File: config.mk
export PLATFORM = sky130hd
export DESIGN_NAME = tlb_fifo_lru_unit
export DESIGN_NICKNAME = d
export VERILOG_FILES = /design/src/hw/rtl/tlbfl_pkg.sv /design/src/hw/rtl/tlbfl_front.sv /design/src/hw/rtl/tlbfl_queue.sv /design/src/hw/rtl/tlbfl_back.sv /design/src/hw/rtl/tlb_fifo_lru_unit.sv
export VERILOG_INCLUDE_DIRS = /design/src /design/src/hw/rtl
export SDC_FILE = /design/constraint.sdc
export NUM_CORES = 2
export LEC_CHECK = 0
export BUFFER_PORTS_ARGS = -buffer_cell sky130_fd_sc_hd__buf_2
export CAP_MARGIN = 20
export CORE_MARGIN = 3
export CORE_UTILIZATION = 55
export CTS_BUF_LIST = sky130_fd_sc_hd__clkbuf_8
export DETAILED_ROUTE_END_ITERATION = 7
export PLACE_DENSITY = 0.83
export SETUP_SLACK_MARGIN = 0.05
export SYNTH_ARGS = -nofsm -noshare
export SYNTH_HDL_FRONTEND = slang
export SYNTH_SLANG_ARGS = --single-unit
File: constraint.sdc
create_clock -name clk -period 4.2 [get_ports clk]
set_input_delay 0.84 -clock clk [delete_from_list [all_inputs] [get_ports clk]]
set_output_delay 0.84 -clock clk [all_outputs]
set_load 0.1 [all_outputs]
File: src/hw/rtl/assert_macros.svh
// Assertion macros shared by the TLB RTL; clocked on clk, disabled while rst_n is low.
`ifndef ASSERT_MACROS_SVH
`define ASSERT_MACROS_SVH
`ifndef NO_ASSERTIONS
// Property must hold at every clock edge outside reset
`define TLBFL_ASSERT(lbl, prop) \
    lbl: assert property (@(posedge clk) disable iff (!rst_n) prop) \
        else $error("TLB assertion failed");
// Condition must never be true outside reset
`define TLBFL_NEVER(lbl, cond) \
    lbl: assert property (@(posedge clk) disable iff (!rst_n) !(cond)) \
        else $error("TLB forbidden condition seen");
`else
`define TLBFL_ASSERT(lbl, prop)
`define TLBFL_NEVER(lbl, cond)
`endif
`endif

File: src/hw/rtl/tlbfl_pkg.sv
// Shared types and constants of the TLB with FIFO/LRU replacement.
`default_nettype none
package tlbfl_pkg;

    // Field widths
    localparam int PROC_W      = 16;
    localparam int PAGE_W      = 20;
    localparam int FRAME_W     = 20;
    localparam int SLOT_W      = 5;
    localparam int CAP_W       = 6;
    localparam int CFG_DATA_W  = 6;
    localparam int CFG_IDX_W   = 1;
    // Widest slot index for the supported table depths (up to 256)
    localparam int IDX_MAX_W   = 8;

    // Configuration register indexes
    localparam logic [CFG_IDX_W-1:0] REG_POLICY_LRU = 1'b0;
    localparam logic [CFG_IDX_W-1:0] REG_CAPACITY   = 1'b1;

    // Configuration reset values
    localparam logic       POLICY_RESET   = 1'b0;
    localparam logic [CAP_W-1:0] CAP_RESET = 6'd32;

    // Request kind after decode
    typedef enum logic {
        OP_LOOKUP = 1'b0,
        OP_INSERT = 1'b1
    } op_t;

    // One decoded request
    typedef struct packed {
        op_t                op;
        logic [PROC_W-1:0]  proc_id;
        logic [PAGE_W-1:0]  page_num;
        logic [FRAME_W-1:0] frame_in;
    } req_t;

    // Configuration seen by the execution side
    typedef struct packed {
        logic             policy_lru;
        logic [CAP_W-1:0] capacity;
    } cfg_t;

endpackage
`default_nettype wire

File: src/hw/rtl/tlbfl_front.sv
// Front end: accepts input items, decodes the command and stages them for the queue.
`default_nettype none
module tlbfl_front (
    input  wire logic                        clk,
    input  wire logic                        rst_n,
    input  wire logic                        in_valid,
    output logic                             in_ready,
    input  wire logic                        cmd,
    input  wire logic [tlbfl_pkg::PROC_W-1:0]  proc_id,
    input  wire logic [tlbfl_pkg::PAGE_W-1:0]  page_num,
    input  wire logic [tlbfl_pkg::FRAME_W-1:0] frame_in,
    output logic                             push_valid,
    input  wire logic                        push_ready,
    output tlbfl_pkg::req_t                  push_req
);

    logic            stage_valid_reg;
    logic            stage_valid_next;
    tlbfl_pkg::req_t stage_req_reg;
    tlbfl_pkg::req_t decoded;

    // Decode the raw command into a request kind
    always_comb
    begin
        decoded.op       = cmd ? tlbfl_pkg::OP_INSERT : tlbfl_pkg::OP_LOOKUP;
        decoded.proc_id  = proc_id;
        decoded.page_num = page_num;
        decoded.frame_in = frame_in;
    end

    // Stage register: refills in the same cycle it drains
    assign in_ready   = !stage_valid_reg || push_ready;
    assign push_valid = stage_valid_reg;
    assign push_req   = stage_req_reg;

    always_comb
    begin
        stage_valid_next = stage_valid_reg;
        if (in_ready)
        begin
            stage_valid_next = in_valid;
        end
    end

    always_ff @(posedge clk or negedge rst_n)
    begin
        if (!rst_n)
        begin
            stage_valid_reg <= 1'b0;
        end
        else
        begin
            stage_valid_reg <= stage_valid_next;
        end
    end

    always_ff @(posedge clk)
    begin
        if (in_valid && in_ready)
        begin
            stage_req_reg <= decoded;
        end
    end

endmodule
`default_nettype wire

File: src/hw/rtl/tlbfl_queue.sv
// Two-entry request queue between the front end and the table engine.
`default_nettype none
`include "assert_macros.svh"
module tlbfl_queue (
    input  wire logic            clk,
    input  wire logic            rst_n,
    input  wire logic            push_valid,
    output logic                 push_ready,
    input  wire tlbfl_pkg::req_t push_req,
    output logic                 pop_valid,
    input  wire logic            pop_ready,
    output tlbfl_pkg::req_t      pop_req
);

    localparam logic [1:0] QDEPTH = 2'd2;

    tlbfl_pkg::req_t slot_reg [2];
    logic            wr_ptr_reg;
    logic            rd_ptr_reg;
    logic [1:0]      count_reg;
    logic            do_push;
    logic            do_pop;

    assign push_ready = (count_reg != QDEPTH);
    assign pop_valid  = (count_reg != 2'd0);
    assign pop_req    = slot_reg[rd_ptr_reg];
    assign do_push    = push_valid && push_ready;
    assign do_pop     = pop_valid && pop_ready;

    // Pointers and occupancy
    always_ff @(posedge clk or negedge rst_n)
    begin
        if (!rst_n)
        begin
            wr_ptr_reg <= 1'b0;
            rd_ptr_reg <= 1'b0;
            count_reg  <= 2'd0;
        end
        else
        begin
            if (do_push)
            begin
                wr_ptr_reg <= !wr_ptr_reg;
            end
            if (do_pop)
            begin
                rd_ptr_reg <= !rd_ptr_reg;
            end
            if (do_push && !do_pop)
            begin
                count_reg <= count_reg + 2'd1;
            end
            else if (do_pop && !do_push)
            begin
                count_reg <= count_reg - 2'd1;
            end
        end
    end

    // Storage
    always_ff @(posedge clk)
    begin
        if (do_push)
        begin
            slot_reg[wr_ptr_reg] <= push_req;
        end
    end

    `TLBFL_NEVER(a_q_overfill, count_reg > QDEPTH)
    `TLBFL_ASSERT(a_q_ptr_gap, (count_reg == 2'd1) |-> (wr_ptr_reg != rd_ptr_reg))

endmodule
`default_nettype wire

File: src/hw/rtl/tlbfl_back.sv
// Table engine: parallel tag match, age-matrix victim choice, entry update, result register.
`default_nettype none
`include "assert_macros.svh"
module tlbfl_back #(
    parameter int ENTRIES = 32
) (
    input  wire logic                          clk,
    input  wire logic                          rst_n,
    input  wire tlbfl_pkg::cfg_t               cfg,
    input  wire logic                          req_valid,
    output logic                               req_ready,
    input  wire tlbfl_pkg::req_t               req,
    output logic                               out_valid,
    input  wire logic                          out_ready,
    output logic                               hit,
    output logic [tlbfl_pkg::FRAME_W-1:0]      frame_out,
    output logic                               replaced,
    output logic [tlbfl_pkg::SLOT_W-1:0]       slot_index
);

    localparam int IDX_W = (ENTRIES > 1) ? $clog2(ENTRIES) : 1;
    localparam int CNT_W = $clog2(ENTRIES + 1);
    localparam int CMP_W = (CNT_W > tlbfl_pkg::CAP_W) ? CNT_W : tlbfl_pkg::CAP_W;

    typedef enum logic {
        S_EVAL,
        S_WRITE
    } state_t;

    // Entry storage; older_reg[i][j] set means entry i was touched before entry j
    logic [tlbfl_pkg::PROC_W-1:0]  proc_reg  [ENTRIES];
    logic [tlbfl_pkg::PAGE_W-1:0]  page_reg  [ENTRIES];
    logic [tlbfl_pkg::FRAME_W-1:0] frame_reg [ENTRIES];
    logic [ENTRIES-1:0]            older_reg [ENTRIES];

    state_t                         state_reg;
    logic [CNT_W-1:0]               filled_reg;

    // Item under execution and its evaluation results
    tlbfl_pkg::op_t                 cur_op_reg;
    logic [tlbfl_pkg::PROC_W-1:0]   cur_proc_reg;
    logic [tlbfl_pkg::PAGE_W-1:0]   cur_page_reg;
    logic [tlbfl_pkg::FRAME_W-1:0]  cur_frame_reg;
    logic                           hit_reg;
    logic [IDX_W-1:0]               hit_idx_reg;
    logic [tlbfl_pkg::FRAME_W-1:0]  hit_frame_reg;
    logic                           full_reg;
    logic [IDX_W-1:0]               victim_reg;

    // Result register
    logic                           out_valid_reg;
    logic                           out_hit_reg;
    logic [tlbfl_pkg::FRAME_W-1:0]  out_frame_reg;
    logic                           out_replaced_reg;
    logic [tlbfl_pkg::SLOT_W-1:0]   out_slot_reg;

    logic [ENTRIES-1:0]             filled_vec;
    logic [ENTRIES-1:0]             match_vec;
    logic [ENTRIES-1:0]             cand_vec;
    logic                           match_any;
    logic [IDX_W-1:0]               match_idx;
    logic [IDX_W-1:0]               victim_idx;
    logic [CMP_W-1:0]               cap_ext;
    logic [CMP_W-1:0]               cap_eff;
    logic                           table_full;
    logic                           out_free;
    logic                           write_en;
    logic                           is_insert;
    logic [IDX_W-1:0]               slot_sel;
    logic                           touch_en;
    logic [IDX_W-1:0]               touch_idx;
    logic [tlbfl_pkg::IDX_MAX_W:0]  slot_wide;
    logic [tlbfl_pkg::IDX_MAX_W:0]  hit_wide;

    // Tag compare across all filled entries
    always_comb
    begin
        for (int i = 0; i < ENTRIES; i++)
        begin
            filled_vec[i] = (CNT_W'(i) < filled_reg);
            match_vec[i]  = filled_vec[i] && (proc_reg[i] == req.proc_id)
                            && (page_reg[i] == req.page_num);
        end
    end

    // Oldest filled entry: older than every other filled entry
    always_comb
    begin
        for (int i = 0; i < ENTRIES; i++)
        begin
            cand_vec[i] = filled_vec[i];
            for (int j = 0; j < ENTRIES; j++)
            begin
                if ((j != i) && filled_vec[j] && !older_reg[i][j])
                begin
                    cand_vec[i] = 1'b0;
                end
            end
        end
    end

    // Lowest-index encoders
    always_comb
    begin
        match_any  = |match_vec;
        match_idx  = '0;
        victim_idx = '0;
        for (int i = ENTRIES - 1; i >= 0; i--)
        begin
            if (match_vec[i])
            begin
                match_idx = IDX_W'(i);
            end
            if (cand_vec[i])
            begin
                victim_idx = IDX_W'(i);
            end
        end
    end

    // Capacity clamped to 1..ENTRIES
    always_comb
    begin
        cap_ext = CMP_W'(cfg.capacity);
        priority if (cap_ext == '0)
        begin
            cap_eff = CMP_W'(1);
        end
        else if (cap_ext > CMP_W'(ENTRIES))
        begin
            cap_eff = CMP_W'(ENTRIES);
        end
        else
        begin
            cap_eff = cap_ext;
        end
        table_full = (CMP_W'(filled_reg) >= cap_eff);
    end

    // Write phase controls
    assign req_ready = (state_reg == S_EVAL);
    assign out_free  = !out_valid_reg || out_ready;
    assign write_en  = (state_reg == S_WRITE) && out_free;
    assign is_insert = (cur_op_reg == tlbfl_pkg::OP_INSERT);
    assign slot_sel  = full_reg ? victim_reg : filled_reg[IDX_W-1:0];
    assign touch_en  = write_en && (is_insert || (hit_reg && cfg.policy_lru));
    assign touch_idx = is_insert ? slot_sel : hit_idx_reg;
    assign slot_wide = (tlbfl_pkg::IDX_MAX_W + 1)'(slot_sel);
    assign hit_wide  = (tlbfl_pkg::IDX_MAX_W + 1)'(hit_idx_reg);

    // Sequencer, evaluation registers and result register
    always_ff @(posedge clk or negedge rst_n)
    begin
        if (!rst_n)
        begin
            state_reg        <= S_EVAL;
            filled_reg       <= '0;
            cur_op_reg       <= tlbfl_pkg::OP_LOOKUP;
            cur_proc_reg     <= '0;
            cur_page_reg     <= '0;
            cur_frame_reg    <= '0;
            hit_reg          <= 1'b0;
            hit_idx_reg      <= '0;
            hit_frame_reg    <= '0;
            full_reg         <= 1'b0;
            victim_reg       <= '0;
            out_valid_reg    <= 1'b0;
            out_hit_reg      <= 1'b0;
            out_frame_reg    <= '0;
            out_replaced_reg <= 1'b0;
            out_slot_reg     <= '0;
        end
        else
        begin
            // Result valid: set on a write, cleared when taken
            if (write_en)
            begin
                out_valid_reg <= 1'b1;
            end
            else if (out_ready)
            begin
                out_valid_reg <= 1'b0;
            end
            unique case (state_reg)
                S_EVAL:
                begin
                    if (req_valid)
                    begin
                        cur_op_reg    <= req.op;
                        cur_proc_reg  <= req.proc_id;
                        cur_page_reg  <= req.page_num;
                        cur_frame_reg <= req.frame_in;
                        hit_reg       <= match_any;
                        hit_idx_reg   <= match_idx;
                        hit_frame_reg <= frame_reg[match_idx];
                        full_reg      <= table_full;
                        victim_reg    <= victim_idx;
                        state_reg     <= S_WRITE;
                    end
                end
                S_WRITE:
                begin
                    if (out_free)
                    begin
                        if (is_insert)
                        begin
                            out_hit_reg      <= 1'b0;
                            out_frame_reg    <= '0;
                            out_replaced_reg <= full_reg;
                            out_slot_reg     <= slot_wide[tlbfl_pkg::SLOT_W-1:0];
                            if (!full_reg)
                            begin
                                filled_reg <= filled_reg + CNT_W'(1);
                            end
                        end
                        else
                        begin
                            out_hit_reg      <= hit_reg;
                            out_frame_reg    <= hit_reg ? hit_frame_reg : '0;
                            out_replaced_reg <= 1'b0;
                            out_slot_reg     <= hit_reg ? hit_wide[tlbfl_pkg::SLOT_W-1:0] : '0;
                        end
                        state_reg <= S_EVAL;
                    end
                end
            endcase
        end
    end

    // Entry and age updates; a touched entry becomes younger than all others
    always_ff @(posedge clk)
    begin
        if (write_en && is_insert)
        begin
            proc_reg[slot_sel]  <= cur_proc_reg;
            page_reg[slot_sel]  <= cur_page_reg;
            frame_reg[slot_sel] <= cur_frame_reg;
        end
        if (touch_en)
        begin
            for (int j = 0; j < ENTRIES; j++)
            begin
                if (IDX_W'(j) != touch_idx)
                begin
                    older_reg[touch_idx][j] <= 1'b0;
                    older_reg[j][touch_idx] <= 1'b1;
                end
            end
        end
    end

    assign out_valid  = out_valid_reg;
    assign hit        = out_hit_reg;
    assign frame_out  = out_frame_reg;
    assign replaced   = out_replaced_reg;
    assign slot_index = out_slot_reg;

    `TLBFL_NEVER(a_fill_bound, filled_reg > CNT_W'(ENTRIES))
    `TLBFL_ASSERT(a_fill_monotonic, 1'b1 |=> (filled_reg >= $past(filled_reg)))
    `TLBFL_ASSERT(a_write_gives_result, write_en |=> out_valid_reg)
    `TLBFL_NEVER(a_hit_and_replace, out_valid_reg && out_hit_reg && out_replaced_reg)
    `TLBFL_ASSERT(a_victim_exists, (state_reg == S_EVAL && req_valid && table_full)
                  |-> ($countones(cand_vec) == 1))

endmodule
`default_nettype wire

File: src/hw/rtl/tlb_fifo_lru_unit.sv
// Fully associative TLB with FIFO or LRU replacement: top level and configuration registers.
// Path of an item: input stage, queue, engine evaluation registers, result register.
// The engine accepts a new item only after the write phase of the previous one has finished.
// Replacement order is kept in an age matrix updated on each insert (and on LRU hits).
// Reset: table empty, policy FIFO, capacity 32; entry contents are not cleared.
`default_nettype none
module tlb_fifo_lru_unit #(
    parameter int ENTRIES = 32
) (
    input  wire logic                            clk,
    input  wire logic                            rst_n,
    input  wire logic                            cfg_wr_en,
    input  wire logic [tlbfl_pkg::CFG_IDX_W-1:0]  cfg_index,
    input  wire logic [tlbfl_pkg::CFG_DATA_W-1:0] cfg_wdata,
    input  wire logic                            in_valid,
    output logic                                 in_ready,
    input  wire logic                            cmd,
    input  wire logic [tlbfl_pkg::PROC_W-1:0]     proc_id,
    input  wire logic [tlbfl_pkg::PAGE_W-1:0]     page_num,
    input  wire logic [tlbfl_pkg::FRAME_W-1:0]    frame_in,
    output logic                                 out_valid,
    input  wire logic                            out_ready,
    output logic                                 hit,
    output logic [tlbfl_pkg::FRAME_W-1:0]         frame_out,
    output logic                                 replaced,
    output logic [tlbfl_pkg::SLOT_W-1:0]          slot_index
);

    logic                          policy_reg;
    logic [tlbfl_pkg::CAP_W-1:0]   capacity_reg;
    tlbfl_pkg::cfg_t               cfg;
    logic                          push_valid;
    logic                          push_ready;
    tlbfl_pkg::req_t               push_req;
    logic                          pop_valid;
    logic                          pop_ready;
    tlbfl_pkg::req_t               pop_req;

    // Configuration registers
    always_ff @(posedge clk or negedge rst_n)
    begin
        if (!rst_n)
        begin
            policy_reg   <= tlbfl_pkg::POLICY_RESET;
            capacity_reg <= tlbfl_pkg::CAP_RESET;
        end
        else if (cfg_wr_en)
        begin
            unique case (cfg_index)
                tlbfl_pkg::REG_POLICY_LRU:
                begin
                    policy_reg <= cfg_wdata[0];
                end
                tlbfl_pkg::REG_CAPACITY:
                begin
                    capacity_reg <= cfg_wdata[tlbfl_pkg::CAP_W-1:0];
                end
            endcase
        end
    end

    always_comb
    begin
        cfg.policy_lru = policy_reg;
        cfg.capacity   = capacity_reg;
    end

    tlbfl_front u_front (
        .clk        (clk),
        .rst_n      (rst_n),
        .in_valid   (in_valid),
        .in_ready   (in_ready),
        .cmd        (cmd),
        .proc_id    (proc_id),
        .page_num   (page_num),
        .frame_in   (frame_in),
        .push_valid (push_valid),
        .push_ready (push_ready),
        .push_req   (push_req)
    );

    tlbfl_queue u_queue (
        .clk        (clk),
        .rst_n      (rst_n),
        .push_valid (push_valid),
        .push_ready (push_ready),
        .push_req   (push_req),
        .pop_valid  (pop_valid),
        .pop_ready  (pop_ready),
        .pop_req    (pop_req)
    );

    tlbfl_back #(
        .ENTRIES (ENTRIES)
    ) u_back (
        .clk        (clk),
        .rst_n      (rst_n),
        .cfg        (cfg),
        .req_valid  (pop_valid),
        .req_ready  (pop_ready),
        .req        (pop_req),
        .out_valid  (out_valid),
        .out_ready  (out_ready),
        .hit        (hit),
        .frame_out  (frame_out),
        .replaced   (replaced),
        .slot_index (slot_index)
    );

endmodule
`default_nettype wire

Yosys cells after proc, flatten, opt, wreduce, memory -nomap -nowiden

Memory sizes are Yosys's and may differ from the RTL's. A register that Yosys moved wholly into a read port is not among the register bits.
Cells that the tools add are included.

Input port bits: 69
Memories: 5
Logic and storage cells: 3455
Register bits: 173
Memory bits (writable): 2930
Output and inout port bits: 29

Order comparisons: 36
Reduce and logical (&&, ||, !) cells: 2079
Bitwise gates (word level): 3
Eq/ne operators: 96
Add/subtract/negate cells: 3
Muxes and demuxes: 1208

Memories:

| memory           | depth | bits a word | read ports | clocked after memory_dff | write ports | RTL line          | RTL |
|---|---|---|---|---|---|---|---|
| u_back.older_reg | 32    | 32          | 32         | 0                        | 33          | tlbfl_back.sv:34  | `logic [ENTRIES-1:0] older_reg [ENTRIES];` |
| u_back.frame_reg | 32    | 20          | 1          | 1                        | 1           | tlbfl_back.sv:33  | `logic [tlbfl_pkg::FRAME_W-1:0] frame_reg [ENTRIES];` |
| u_back.page_reg  | 32    | 20          | 32         | 0                        | 1           | tlbfl_back.sv:32  | `logic [tlbfl_pkg::PAGE_W-1:0] page_reg [ENTRIES];` |
| u_back.proc_reg  | 32    | 16          | 32         | 0                        | 1           | tlbfl_back.sv:31  | `logic [tlbfl_pkg::PROC_W-1:0] proc_reg [ENTRIES];` |
| u_queue.slot_reg | 2     | 57          | 1          | 0                        | 1           | tlbfl_queue.sv:17 | `tlbfl_pkg::req_t slot_reg [2];` |

Operators with widths:

| operator                                                               | number |
|---|---|
| 1-bit 2-to-1 mux                                                       | 1100 |
| 1-bit logical AND                                                      | 1066 |
| 32-bit 2-to-1 mux                                                      | 32 |
| 1-bit zero test                                                        | 999 |
| 20-bit == test                                                         | 32 |
| 16-bit == test                                                         | 32 |
| 5-bit 2-to-1 mux                                                       | 68 |
| 5-bit by 6-bit < comparator with 1-bit output, first input constant    | 16 |
| 5-bit inequality test, first input constant                            | 16 |
| 4-bit by 6-bit < comparator with 1-bit output, first input constant    | 8 |
| 20-bit 2-to-1 mux                                                      | 2 |
| 4-bit by 5-bit inequality test with 1-bit output, first input constant | 8 |
| 32-bit OR reduction                                                    | 1 |
| 3-bit by 6-bit < comparator with 1-bit output, first input constant    | 4 |
| 3-bit by 5-bit inequality test with 1-bit output, first input constant | 4 |
| 1-bit by 6-bit < comparator with 1-bit output, first input constant    | 2 |
| 2-bit by 6-bit < comparator with 1-bit output, first input constant    | 2 |
| 6-bit 2-to-1 mux                                                       | 2 |
| 2-bit by 5-bit inequality test with 1-bit output, first input constant | 2 |
| 2-bit AND reduction                                                    | 4 |
| 6-bit by 1-bit adder with 6-bit output, second input constant          | 1 |
| 6-bit >= comparator                                                    | 1 |
| 6-bit greater-than comparator, second input constant                   | 1 |
| 6-bit zero test                                                        | 1 |
| 14 further kinds                                                       | 21 |

Logic depth before layout (Yosys ltp)

An unclocked memory read counts as a cell.

Depth in word-level cells: 66
Gate-level depth with buffers: 23
Depth with buffers taken out: 17

By module

From an unflattened synthesis, not the netlist that was laid out.

Cell total of the unflattened synthesis: 10475
Area, all modules: 124634.5 µm²

Modules (own cells, without submodules):

| module            | times used | area each (µm²) | cells each | sequential area each (µm²) |
|---|---|---|---|---|
| tlbfl_back        | 1          | 118187.1        | 10203      | 76773.6 |
| tlbfl_queue       | 1          | 4383.0          | 195        | 3523.4 |
| tlbfl_front       | 1          | 1765.4          | 61         | 1736.7 |
| tlb_fifo_lru_unit | 1          | 299.0           | 16         | 176.4 |

Worst setup path before layout

OpenSTA, ideal clock, no wires.

Path kind: register to register
From: register u_back.filled_reg[4]
To: memory u_back.frame_reg[20][0] in the netlist's numbering, enable pin
Cell stages (with the launch flop): 8
Setup slack: -0.348 ns
Period minus slack after synthesis: 4.548 ns
Buffers on the path: 3
Arrival time: 4.078 ns
Data required time: 3.730 ns
Library setup time: 0.470 ns
Path through: dfrtp_1 clkbuf_1 clkbuf_1 buf_1 mux2i_1 nor2b_1 nand2_1 nor2_1

Longest elaborated chain between the ends: 1

RTL lines:

| what                     | RTL line          | RTL |
|---|---|---|
| start: declaration       | tlbfl_back.sv:37  | `logic [CNT_W-1:0] filled_reg;` |
| start signal: assignment | tlbfl_back.sv:213 | `filled_reg <= filled_reg + CNT_W'(1);` |
| 5-bit 2-to-1 mux         | tlbfl_back.sv:145 | `assign slot_sel = full_reg ? victim_reg : filled_reg[IDX_W-1:0];` |
| end: declaration         | tlbfl_back.sv:33  |  |

Every way passes these cells.

Worst setup path in the final report

From: register u_queue.rd_ptr_reg
To: register u_back.hit_frame_reg[15] in the netlist's numbering (read register of u_back.frame_reg)

Longest elaborated chain between the ends: 36
Elaborated cells between the ends (all ways): 161
Those cells by class: eq/ne: 64; mux: 32; reduce/logical: 64; memory: 1

RTL lines:

| what                            | RTL line          | RTL |
|---|---|---|
| start: declaration              | tlbfl_queue.sv:19 | `logic rd_ptr_reg;` |
| start signal: assignment        | tlbfl_queue.sv:47 | `rd_ptr_reg <= !rd_ptr_reg;` |
| memory 2 x 57 bit *             | --                |  |
| 16-bit == test                  | tlbfl_back.sv:81  | `match_vec[i] = filled_vec[i] && (proc_reg[i] == req.proc_id)` |
| 1-bit logical AND               | tlbfl_back.sv:81  |  |
| 1-bit logical AND               | tlbfl_back.sv:82  | `&& (page_reg[i] == req.page_num);` |
| 5-bit 2-to-1 mux (31 in series) | tlbfl_back.sv:110 | `if (match_vec[i])` |
| 5-bit 2-to-1 mux *              | tlbfl_back.sv:110 |  |
| end: declaration                | tlbfl_back.sv:46  | `logic [tlbfl_pkg::FRAME_W-1:0] hit_frame_reg;` |

Mark *: on every way between the ends. The rest lies on a longest branch, timed or not.
A chain may end at the register's enable or synchronous reset.

==> impl_summary.md <==
Synthesis
The number of nets in the synthesized netlist is 10,188. After synthesis, the cell types taking the most area are edfxtp_1 48%, dfxtp_1 16%, xnor2_1 8.1%. The dominant cell type by area after synthesis is edfxtp_1. The share of flip-flops with an asynchronous set or reset is 0.0440. The most used flip-flop cell after synthesis is edfxtp_1. The number of warning messages in the yosys log is 0. The netlist uses 90 different library cells. After synthesis the netlist holds a flip-flop and latch count of 3,091.

The share of the Yosys chip area taken by registers is 0.669. Of the post-synthesis cell area, the dominant cell type holds 0.480. The library cell with the highest instance count after synthesis is nand2_1.

After synthesis, the most frequently instantiated cells are 2,212 x nand2_1, 1,963 x edfxtp_1, 1,137 x xnor2_1, 992 x dfxtp_1, 550 x nor4_1. Dividing the synthesized area by the synthesized cell count gives 12.1 um^2. Counting every instance in the synthesized netlist gives 10,110. The cell area after synthesis is 123,000 um^2. Yosys mapped a number of flops with a built-in enable equal to 1,963.

STA
The peak clock frequency supported by timing is 0.187 GHz. The max-slew violation total from the final report is 0. In this run the tightest slew margin relative to its limit is 0.136. For the finished layout, the period the worst path requires is 5.34 ns. Setup repair after global routing could not meet its margin everywhere. The hold violation total from the final report was 0.

Setup violations remaining at the end of the flow were counted as 26. The measured slew at the worst slew-check pin is 1.30 ns. Of the available clock period, the critical path in the final layout requires 1.27. Setup slack on the critical path of the routed design comes to -1.14 ns. On the final layout, the worst clock skew is 0.154 ns.

The post-route worst hold slack is 0.227 ns.

Die
The number of placement rows is 172. In this run the vertical extent of the chip is 479 um. The core region is 221,000 um^2. The area of the die is 229,000 um^2. The die width is 479 um. The number of I/O pins is 98. The effective utilization at floorplan is 0.556.

Setup path
Walking the worst path, the cells encountered are buf_6 -> clkbuf_16 -> mux2i_4 -> buf_12 -> buf_16 -> xnor2_4 -> nor4_4 -> nand4_1 -> or3_4 -> buf_6 -> a211oi_4 -> o221ai_2 -> a2111o_2 -> o211a_4 -> buf_12 -> buf_12 -> o31ai_2 -> a21oi_2 -> o211ai_1 -> nand4_1. For the worst setup path, the data arrival time is 6.36 ns. The cell that appears most often on the critical path is buf_12. The nature of the critical path startpoint is a flip-flop. By startpoint and endpoint, the worst setup path is classified as reg2reg. Of all nets on the critical path, the largest fanout is 10. Among all stages on the critical path, the largest delay is contributed by a2111o_2.

The kind of end point of the critical path is a flip-flop. The required time of the worst setup path is 5.22 ns. The critical path contains buffers and inverters numbering 7 combined. On the worst path, the slowest cell contributes a delay of 0.58 ns. In this design, the largest share of critical-path delay is due to compound AO/OA/AOI/OAI gates.

Global route
The maximum number of pins on one net before global-route repair is 107. The global-route wire length before repair is 678,000 um. The initial antenna violation count is 30.

The number of global-route vias before repair is 96,423. Across every metal layer, demand over resource in global routing totals 0.411. The final global-route overflow total is 0.

Layout
The total number of nets in the final design is 11,920. Of the cells placed in the final design, the portion with a size suffix greater than 1 is 0.241. The area growth from synthesis to layout is 25.9%. The number of standard cells in the layout, taps in and fillers out is 15,211. The flip-flop count of the largest register after layout is 992.

Run status
The run finished, with violations left. The final reports fail on DRC, setup timing.

Hold path
The path class of the tightest hold or removal check is in2reg.

Power and ir drop
The leakage power of the design is 0.0603 uW. The post-route total power is 103,000 uW. The maximum vdd ir drop is 0.736 mV.

Power spread over the standard cell area amounts to 669 nW/um^2.

Route
The via count is 102,044. Once detail routing completed, the nets flagged for antenna violations numbered 0. The detail-routed net length per standard cell is 33.3 um. After detailed routing, the number of vias per cell comes to 6.71. After detailed routing, the number of remaining DRC violations is 24. In this run, the number of DRC markers left after iteration 0 of detailed routing was 18,866. The number of iterations in the first detailed-routing pass is 8. The total wire length after detailed routing is 507,000 um.

Clock tree
The total number of H-tree levels is 5. The number of sinks driven by the clock tree is 3,091. The clock tree from TritonCTS is done. The total clock buffers created by CTS is 480. The longest clock path from root to sink contains 4 buffers. The register clock-pin slew on the reported worst setup and hold paths is 0.08 ns. The insertion delay of the later-clocked pin in the worst-skew pair is 1.18 ns. The library cell used as clock root buffer is clkbuf_8.

Placement
The number of input and output port buffers inserted is 97. After legalization and detailed placement, the total HPWL measured 299,000 um. The minimum setup slack after placement is -1.76 ns.

The final weighted congestion in routability-driven placement is 1.04. In this run, placement finished with an instance count of 14,021.

Job
Max-cap violations in this run came to 0.
==> worst reg2reg max path, delay by kind of cell, from the launching register on <==
family | cells | cell delay (ns)
mux | 1 | 0.20
flops | 1 | 0.55
buf+inv | 7 | 1.11
simple gates | 4 | 1.11
xor+xnor | 1 | 0.17
compound gates | 7 | 2.10
==> routing by layer <==
layer	part of all wire	track usage	wire [um]
met5	0.00021	0	106
met2	0.43	0.612	216000
met3	0.16	0.133	80700
met4	0.095	0.281	48300
met1	0.32	0.511	162000
==> path summary, 6_finish.rpt <==
check / start / endpoint / slack [ns] / cells after the start
max in group asynchronous: rst_n / u_back.frame_out[2] / 2.61 / 3
min: cfg_wr_en / capacity_reg[3] / 0.23 / 3
max reg2reg: u_queue.rd_ptr_reg / u_back.hit_frame_reg[15] / -1.14 / 20
min reg2reg: u_back.older_reg[12][19] / u_back.older_reg[12][19] / 0.44 / 2
min in group asynchronous: rst_n / u_back.cur_frame_reg[0] / 0.31 / 2
max: u_queue.rd_ptr_reg / u_back.hit_frame_reg[15] / -1.14 / 20
==> cell families (layout without fill, tap and decap cells) <==
| kind of cell | count (synthesis) | in the layout | synth area share |
|---|---|---|---|
| AND/OR/NAND/NOR | 3843 | 3843 | 0.140 |
| flip-flops | 3091 | 3091 | 0.669 |
| AO/OA/AOI/OAI | 1222 | 1222 | 0.0655 |
| XOR/XNOR | 1143 | 1143 | 0.0815 |
| buffers and inverters | 607 | 2724 | 0.0236 |
| multiplexers | 194 | 194 | 0.0192 |
| adder cells (fa/ha/maj) | 10 | 10 | 0.000999 |
| other | 0 | 26 | 0 |
==> power by group <==
part	total, uW	leakage (uW)	switching [uW]	internal [uW]
sequential	42800	0.0276	4550	38300
clock	25300	0.00549	12300	13000
combinational	35200	0.0272	21200	14000
total	103000	0.0603	38100	65200
==> layout make-up <==
| cell class | instances | area [um^2] |
|---|---|---|
| multi-input combinational | 6412 | 40900 |
| tap | 2958 | 3700 |
| timing repair buffer | 1800 | 18000 |
| sequential | 3091 | 82300 |
| inverter | 57 | 219 |
| antenna | 26 | 65.1 |
| fill | 14048 | 66200 |
| clock buffer | 575 | 7910 |
| clock inverter | 292 | 1500 |
==> cell usage in the layout (no fill, tap or decap), drive strengths merged, types with 230 or more instances in the layout <==
cell type | Yosys | routed
nand2 | 2214 | 2214
edfxtp | 1963 | 1963
buf | 196 | 1711
xnor2 | 1137 | 1137
dfxtp | 992 | 992
clkbuf | 354 | 593
nor4 | 555 | 555
nor2 | 468 | 468
o22ai | 337 | 337
inv | 57 | 230
==> per-stage QoR <==
stage	area [um^2]	util	setup TNS (ns)
3_5_place_dp	138000	0.626	-37.59
3_3_place_gp	138000	0.625	-37.28
4_1_cts	150000	0.679	-19.16
2_1_floorplan	123000	-	-489.99
6_report	155000	0.700	-21.40
5_1_grt	155000	0.700	-22.38
==> timing repair <==
item / CTS / global route
hold buffers: 66 / 0
resized for setup: 192 / 520
cloned: 7 / 20
hold endpoints to repair: 122 / 0
buffers inserted: 52 / 155
pin swaps: 48 / 246
endpoints found under the setup margin: 29 / 30
Power figures use the tool's default switching activity.
